`config.mk`:
```
export PLATFORM = sky130hd
export DESIGN_NAME = uart_command_line_decoder_unit
export DESIGN_NICKNAME = d
export VERILOG_FILES = /design/src/rtl/ucld_pkg.sv /design/src/rtl/ucld_line_match.sv /design/src/rtl/ucld_actuator.sv /design/src/rtl/uart_command_line_decoder_unit.sv
export SDC_FILE = /design/constraint.sdc
export NUM_CORES = 1
export LEC_CHECK = 0
export ABC_AREA = 1
export BUFFER_PORTS_ARGS = -buffer_cell sky130_fd_sc_hd__buf_2
export CORE_MARGIN = 2
export CORE_UTILIZATION = 54
export DETAILED_ROUTE_END_ITERATION = 10
export GPL_TIMING_DRIVEN = 0
export PLACE_DENSITY = 0.75
export SYNTH_ARGS = -nofsm -noshare
export SYNTH_HDL_FRONTEND = slang
export SYNTH_SLANG_ARGS = --single-unit
export TNS_END_PERCENT = 5
```
`constraint.sdc`:
```
create_clock -name clock -period 2.12 [get_ports clock]
set_input_delay 0.106 -clock clock [delete_from_list [all_inputs] [get_ports clock]]
set_output_delay 0.106 -clock clock [all_outputs]
set_load 0.03 [all_outputs]
```
`src/rtl/ucld_pkg.sv`:
```
// Package for the UART command line decoder: codes, keyword tables, types.
// No dependencies; imported by every module of the block.
package ucld_pkg;

   localparam int LINE_CHARS_DEF = 16;
   localparam int PULSE_W        = 24;
   localparam logic [PULSE_W-1:0] PULSE_TICKS_RESET = PULSE_W'(300);

   localparam logic [7:0] CHAR_LF = 8'h0A;
   localparam logic [7:0] CHAR_CR = 8'h0D;

   localparam logic [2:0] CODE_NONE    = 3'd0;
   localparam logic [2:0] CODE_FORWARD = 3'd1;
   localparam logic [2:0] CODE_LEFT    = 3'd2;
   localparam logic [2:0] CODE_RIGHT   = 3'd3;
   localparam logic [2:0] CODE_SEARCH  = 3'd4;
   localparam logic [2:0] CODE_LEDS    = 3'd5;
   localparam logic [2:0] CODE_STOP    = 3'd6;
   localparam logic [2:0] CODE_UNKNOWN = 3'd7;

   localparam logic [1:0] MOTOR_LEFT  = 2'b01;
   localparam logic [1:0] MOTOR_RIGHT = 2'b10;

   localparam int KW_NUM = 6;
   localparam int KW_MAX = 8;

   // keyword k reports code k+1
   localparam int KW_LEN [KW_NUM] = '{7, 4, 5, 6, 4, 4};
   localparam logic [7:0] KW_TEXT [KW_NUM][KW_MAX] = '{
      '{"F", "O", "R", "W", "A", "R", "D", 8'h00},
      '{"L", "E", "F", "T", 8'h00, 8'h00, 8'h00, 8'h00},
      '{"R", "I", "G", "H", "T", 8'h00, 8'h00, 8'h00},
      '{"S", "E", "A", "R", "C", "H", 8'h00, 8'h00},
      '{"L", "E", "D", "S", 8'h00, 8'h00, 8'h00, 8'h00},
      '{"S", "T", "O", "P", 8'h00, 8'h00, 8'h00, 8'h00}
   };

   typedef struct packed {
      logic left_on;
      logic right_on;
      logic leds_lit;
   } status_type;

endpackage

```
`src/rtl/ucld_line_match.sv`:
```
// Line collector: character count and one running match flag per keyword.
// Depends on ucld_pkg.
module ucld_line_match
   import ucld_pkg::*;
#(
   parameter int LINE_CHARS = LINE_CHARS_DEF
) (
   input  logic       clock,
   input  logic       reset,
   input  logic       step,
   input  logic       is_byte,
   input  logic [7:0] rx_byte,
   output logic [2:0] code
);

   localparam int CW = $clog2(LINE_CHARS + 2);

   logic [CW-1:0]     count_ff, count_in;
   logic [KW_NUM-1:0] flag_ff, flag_in;
   logic              is_eol;

   always_comb begin
      count_in = count_ff;
      flag_in  = flag_ff;
      code     = CODE_NONE;
      is_eol   = is_byte && (rx_byte == CHAR_LF || rx_byte == CHAR_CR);
      if (is_eol) begin
         code = CODE_UNKNOWN;
         // walk backwards so the first keyword in the list wins
         for (int k = KW_NUM - 1; k >= 0; k--) begin
            if (flag_ff[k] && count_ff == CW'(KW_LEN[k])) begin
               code = 3'(k + 1);
            end
         end
         count_in = '0;
         flag_in  = '1;
      end else if (is_byte) begin
         if (count_ff < CW'(LINE_CHARS)) begin
            for (int k = 0; k < KW_NUM; k++) begin
               flag_in[k] = flag_ff[k] && (count_ff < CW'(KW_LEN[k])) &&
                            (rx_byte == KW_TEXT[k][count_ff[2:0]]);
            end
            count_in = count_ff + 1'b1;
         end else begin
            // over-long line, never matches
            count_in = CW'(LINE_CHARS + 1);
         end
      end
   end

   always_ff @(posedge clock) begin
      if (reset) begin
         count_ff <= '0;
         flag_ff  <= '1;
      end else if (step) begin
         count_ff <= count_in;
         flag_ff  <= flag_in;
      end
   end

endmodule

```
`src/rtl/ucld_actuator.sv`:
```
// Motor enables and LED pulse counter, driven by decoded commands and ticks.
// Depends on ucld_pkg.
module ucld_actuator
   import ucld_pkg::*;
(
   input  logic               clock,
   input  logic               reset,
   input  logic               step,
   input  logic               is_tick,
   input  logic [2:0]         code,
   input  logic [PULSE_W-1:0] pulse_ticks,
   output status_type         status
);

   logic [1:0]         motors_ff, motors_in;
   logic [PULSE_W-1:0] pulse_ff, pulse_in;

   always_comb begin
      motors_in = motors_ff;
      pulse_in  = pulse_ff;
      if (is_tick) begin
         if (pulse_ff != '0) begin
            pulse_in = pulse_ff - 1'b1;
         end
      end else begin
         case (code)
            CODE_FORWARD: begin
               motors_in = MOTOR_LEFT | MOTOR_RIGHT;
               pulse_in  = '0;
            end
            CODE_LEFT: begin
               motors_in = MOTOR_RIGHT;
               pulse_in  = '0;
            end
            CODE_RIGHT, CODE_SEARCH: begin
               motors_in = MOTOR_LEFT;
               pulse_in  = '0;
            end
            CODE_LEDS: begin
               motors_in = '0;
               pulse_in  = pulse_ticks;
            end
            CODE_STOP: begin
               motors_in = '0;
               pulse_in  = '0;
            end
            default: begin
               motors_in = motors_ff;
               pulse_in  = pulse_ff;
            end
         endcase
      end
      // status shows the state after this item
      status.left_on  = |(motors_in & MOTOR_LEFT);
      status.right_on = |(motors_in & MOTOR_RIGHT);
      status.leds_lit = (pulse_in != '0);
   end

   always_ff @(posedge clock) begin
      if (reset) begin
         motors_ff <= '0;
         pulse_ff  <= '0;
      end else if (step) begin
         motors_ff <= motors_in;
         pulse_ff  <= pulse_in;
      end
   end

endmodule

```
`src/rtl/uart_command_line_decoder_unit.sv`:
```
// Top level of the UART command line decoder: input and result registers, CSR.
// Depends on ucld_pkg, ucld_line_match and ucld_actuator.
//
// Each item is a received byte or a time tick and yields exactly one result,
// which shows the motor enables and LED state after that item together with
// the command code of a line ended by LF or CR. One item is taken every
// cycle unless the result channel stalls; an item passes through the input
// register and then the result register to the result channel. Keyword
// matching runs on per-keyword flags updated per byte, so no line buffer is
// read at line end. The LED pulse length is written over the csr_ channel,
// which is always ready and takes effect for the next LEDS command.
module uart_command_line_decoder_unit
   import ucld_pkg::*;
#(
   parameter int LINE_CHARS = LINE_CHARS_DEF
) (
   input  logic               clock,
   input  logic               reset,
   input  logic               req_tvalid,
   output logic               req_tready,
   input  logic [7:0]         req_tdata,   // [7:0] rx_byte
   input  logic               req_tuser,   // [0] op: 0 byte, 1 tick
   output logic               rsp_tvalid,
   input  logic               rsp_tready,
   output logic [7:0]         rsp_tdata,   // [0] left_motor_on, [1] right_motor_on,
                                           // [2] leds_lit, [5:3] command_code, [7:6] zero
   input  logic               csr_tvalid,
   output logic               csr_tready,
   input  logic [PULSE_W-1:0] csr_tdata    // [23:0] pulse_ticks
);

   logic               in_valid_ff, in_valid_in;
   logic               in_op_ff, in_op_in;
   logic [7:0]         in_byte_ff, in_byte_in;
   logic               out_valid_ff, out_valid_in;
   logic [7:0]         out_data_ff, out_data_in;
   logic [PULSE_W-1:0] pulse_ticks_ff, pulse_ticks_in;
   logic               req_accept, advance;
   logic [2:0]         code;
   status_type         status;

   assign advance    = in_valid_ff && (!out_valid_ff || rsp_tready);
   assign req_tready = !in_valid_ff || advance;
   assign req_accept = req_tvalid && req_tready;
   assign csr_tready = 1'b1;
   assign rsp_tvalid = out_valid_ff;
   assign rsp_tdata  = out_data_ff;

   ucld_line_match #(
      .LINE_CHARS (LINE_CHARS)
   ) u_line_match (
      .clock   (clock),
      .reset   (reset),
      .step    (advance),
      .is_byte (!in_op_ff),
      .rx_byte (in_byte_ff),
      .code    (code)
   );

   ucld_actuator u_actuator (
      .clock       (clock),
      .reset       (reset),
      .step        (advance),
      .is_tick     (in_op_ff),
      .code        (code),
      .pulse_ticks (pulse_ticks_ff),
      .status      (status)
   );

   always_comb begin
      in_valid_in    = in_valid_ff;
      in_op_in       = in_op_ff;
      in_byte_in     = in_byte_ff;
      out_valid_in   = out_valid_ff;
      out_data_in    = out_data_ff;
      pulse_ticks_in = pulse_ticks_ff;
      if (advance) begin
         in_valid_in = 1'b0;
      end
      if (req_accept) begin
         in_valid_in = 1'b1;
         in_op_in    = req_tuser;
         in_byte_in  = req_tdata;
      end
      if (rsp_tready) begin
         out_valid_in = 1'b0;
      end
      if (advance) begin
         out_valid_in = 1'b1;
         out_data_in  = {2'b00, code, status.leds_lit, status.right_on, status.left_on};
      end
      if (csr_tvalid) begin
         pulse_ticks_in = csr_tdata;
      end
   end

   always_ff @(posedge clock) begin
      if (reset) begin
         in_valid_ff    <= 1'b0;
         out_valid_ff   <= 1'b0;
         pulse_ticks_ff <= PULSE_TICKS_RESET;
      end else begin
         in_valid_ff    <= in_valid_in;
         out_valid_ff   <= out_valid_in;
         pulse_ticks_ff <= pulse_ticks_in;
      end
   end

   always_ff @(posedge clock) begin
      in_op_ff    <= in_op_in;
      in_byte_ff  <= in_byte_in;
      out_data_ff <= out_data_in;
   end

endmodule

```
==> summary.txt <==
Run status
  – Outcome: complete, but fails checks
  – Failing checks: hold timing, setup timing

Timing
  – Max Fclk: 391 MHz
  – Post-Route Skew: 20.7 ps
  – Final Max Tran Viols: 0
  – Setup TNS Final: -3640 ps
  – RSZ-0062 raised after global routing: true
  – Fin crit period: 2550 ps
  – Final period util: 1.20
  – Final WS setup: -434 ps
  – Worst slew pin tran: 803 ps
  – Relative slew slack: 0.451
  – Setup Viol. Count Final: 28
  – Final hold vios: 1
  – Worst hold margin: -2.64 ps

Yosys
  – Synth unique cells: 46
  – Ys Warns: 0
  – Synthesized area per cell: 6.50 sq um
  – Post-synth EDFFs: 15
  – Cells after synthesis: 766
  – Count leader, synth: nand2_1
  – Cell area after synthesis: 4980 sq um
  – List of most frequent post-synthesis cells: nand2_1, nor2_1, nand3_1
  – Synth Register Bits: 78
  – Synth area leader: dfxtp_1
  – Post-synthesis sequential area ratio: 0.344
  – Share of the synthesized area in the top cell type: 0.253
  – Primary FF master, synth: dfxtp_1
  – Largest cells by area after synthesis: dfxtp_1, nand2_1, edfxtp_1
  – Asr flop ratio synth: 0

Floorplan
  – Starting Density: 0.546
  – # IOs: 49
  – DIE HEIGHT: 100 um
  – Core area: 9110 sq um
  – Chip width: 100 um
  – Row count: 35
  – Die footprint: 10000 sq um

Global routing
  – Largest net degree at the start of global routing: 16
  – Gr usage total: 0.344
  – Vias in the first global route: 5509
  – Initial antenna violation count: 0
  – Global-route wire length before repair: 26900 um
  – GRT overflow: 0

Finish
  – Register Area: 1720 sq um
  – ANT cells: 0
  – Fill count: 790
  – # nets final: 927
  – Post-route cell area: 6320 sq um
  – Area of the multi-input gates: 3020 sq um
  – Layout cell share with drive strength beyond 1: 0.218
  – Core Util, Final: 0.694
  – Post-Layout Cell Count: 996
  – Area growth syn-to-layout: 27.0%

Critical path
  – R2R Setup Slk: -430 ps
  – CP endpoint: rsp_tdata[2]
  – Critical path class: flop to flop
  – Start point of the critical path: in_byte_ff[5]
  – CP Max Fanout: 6
  – WP depth: 17
  – Slowest CP cell: edfxtp_1
  – Cells along the critical path: nor2_2 > nand4_1 > nor2_4 > nand2_4 > nor2_8 > nand2_4 > nand3_4 > nor2_4 > buf_6 > nand2_2 > nand2_1 > nand2_1 > nand2_2 > nor2_2 > nand2_2 > nor2_2 > nand3_2
  – Reg-to-Reg Start: in_byte_ff[5]
  – Worst setup EP type: flop
  – Critical path required time: 2210 ps
  – Setup crit start kind: flop
  – CP Buf/Inv Count: 1
  – Slowest cell delay on critical path: 430 ps
  – R2R Path End: rsp_tdata[2]
  – Crit-path leading delay family: simple AND/OR/NAND/NOR gates
  – WP data arrival: 2650 ps
  – Worst-case reg-to-reg path depth: 17

Clock tree
  – Clock Path Buffers: 2
  – Total number of clock tree sinks: 78
  – Root buffer cell: clkbuf_8
  – H-tree levels: 3
  – TritonCTS Buffers: 9
  – Worst-path clk slew: 90 ps
  – CTS tree: built
  – Worst skew pair latency: 360 ps

Power and ir drop
  – Sw Ratio: 0.351
  – Net Sw Power: 1.34 mW
  – Comb pwr share: 0.252
  – Worst IR Drop VDD: 0.444 mV
  – Flop pwr share: 0.445
  – Pint: 2.48 mW
  – Pwr dens: 604 nW/um^2
  – Clk pwr share: 0.303
  – Lkg Pwr: 3.02 nW

Placement
  – Placed cell count: 923
  – PortBufs: 45
  – Final HPWL DP: 12200 um
  – Area post-placement: 5360 sq um
  – Final Wtd Congestion: 0.991
  – Pre-CTS WS: -597 ps

Routing
  – Drt pass-1 iters: 6
  – Routed via count: 5768
  – Remaining antenna violation count after routing: 0
  – Detailed Route WL: 17000 um
  – Residual DRC: 0
  – Vias/cell: 5.79
  – Initial DRC count: 477
  – Drt wl/cell: 17.1 um

Min path
  – HP Class: input pin to flop

Run
  – Max_cap viols: 0
[how the worst min path moves through the flow]
stage          slack [ps]           endpoint    startpoint  cells past startpoint
2_1_floorplan         200      in_byte_ff[0]  req_tdata[0]                      0
3_3_place_gp          280      in_byte_ff[3]  req_tdata[3]                      1
3_5_place_dp          280      in_byte_ff[2]  req_tdata[2]                      1
4_1_cts                 2  pulse_ticks_ff[7]  csr_tdata[7]                      3
5_1_grt                30  pulse_ticks_ff[7]  csr_tdata[7]                      3
6_report               -3  pulse_ticks_ff[7]  csr_tdata[7]                      3
[cells in the final DEF (no fill, tap or decap), drive strengths merged, types with 15 or more instances in the layout]
cell type / Yosys / layout
dfxtp: 63 / 63
dlygate4sd3: 0 / 29
nand3: 82 / 82
nor2: 123 / 123
a21oi: 43 / 43
edfxtp: 15 / 15
nand2: 181 / 181
clkbuf: 19 / 30
inv: 77 / 81
o21ai: 67 / 67
buf: 15 / 87
[routing by layer]
layer	share of wire	routed length (um)	GRT usage
met1	0.39	6660	0.413
met2	0.48	8180	0.589
met3	0.067	1150	0.0467
met4	0.060	1020	0.205
met5	0	0	0
[tightest hold or removal path, stage by stage]
cell and delay [ps]:
buf_2 80, nor2_1 30, nor2_1 90
[power by group through the flow]
stage / Clock [mW] / Combinational, mW / Sequential (mW)
after CTS: 1.15 / 0.872 / 1.69
final: 1.16 / 0.963 / 1.70
after global routing: 1.20 / 1.08 / 1.71
after floorplan: 0 / 0.589 / 1.71
after global placement: 0 / 0.794 / 1.72
after detailed placement: 0 / 0.803 / 1.73
[registers in the layout, summed over array words and instances (netlist names)]
register,cells
u_line_match.count_ff,5
in_byte_ff,8
u_line_match.flag_ff,6
in_op_ff,1
in_valid_ff,1
u_actuator.motors_ff,2
rsp_tdata,6
pulse_ticks_ff,24
rsp_tvalid,1
u_actuator.pulse_ff,24
[area by class of cell]
cell class | count | area share
plain buffers | 34 | 0.0328
flip-flops and latches | 78 | 0.272
clock inverters | 6 | 0.00752
repair buffers | 102 | 0.115
well taps | 111 | 0.0220
inverters | 79 | 0.0495
multi-input cells | 576 | 0.477
clock buffers | 10 | 0.0235
[metrics by stage]
stage	hold WS [ps]	power (mW)
floorplan	205	2.29
global placement	283	2.52
detailed placement	284	2.53
CTS	1.63	3.72
global route	27.3	3.99
finish	-2.64	3.82
[timing repair]
item	in CTS	in global routing
gates resized for setup	43	52
setup endpoints to repair	37	34
pin swaps	14	28
setup buffers	15	11
hold buffers	29	0
cloned	1	1
endpoints found under the hold margin	29	0
[kinds of logic after synthesis]
logic type / after synthesis / synth area share
buffers and inverters: 113 / 0.0965
other: 2 / 0.00151
AOI/OAI and AO/OA: 135 / 0.151
and+or+nand+nor: 414 / 0.358
xor gates and xnor gates: 15 / 0.0264
DFF: 78 / 0.344
adders and majority gates: 9 / 0.0226
Power figures use the tool's default switching activity.
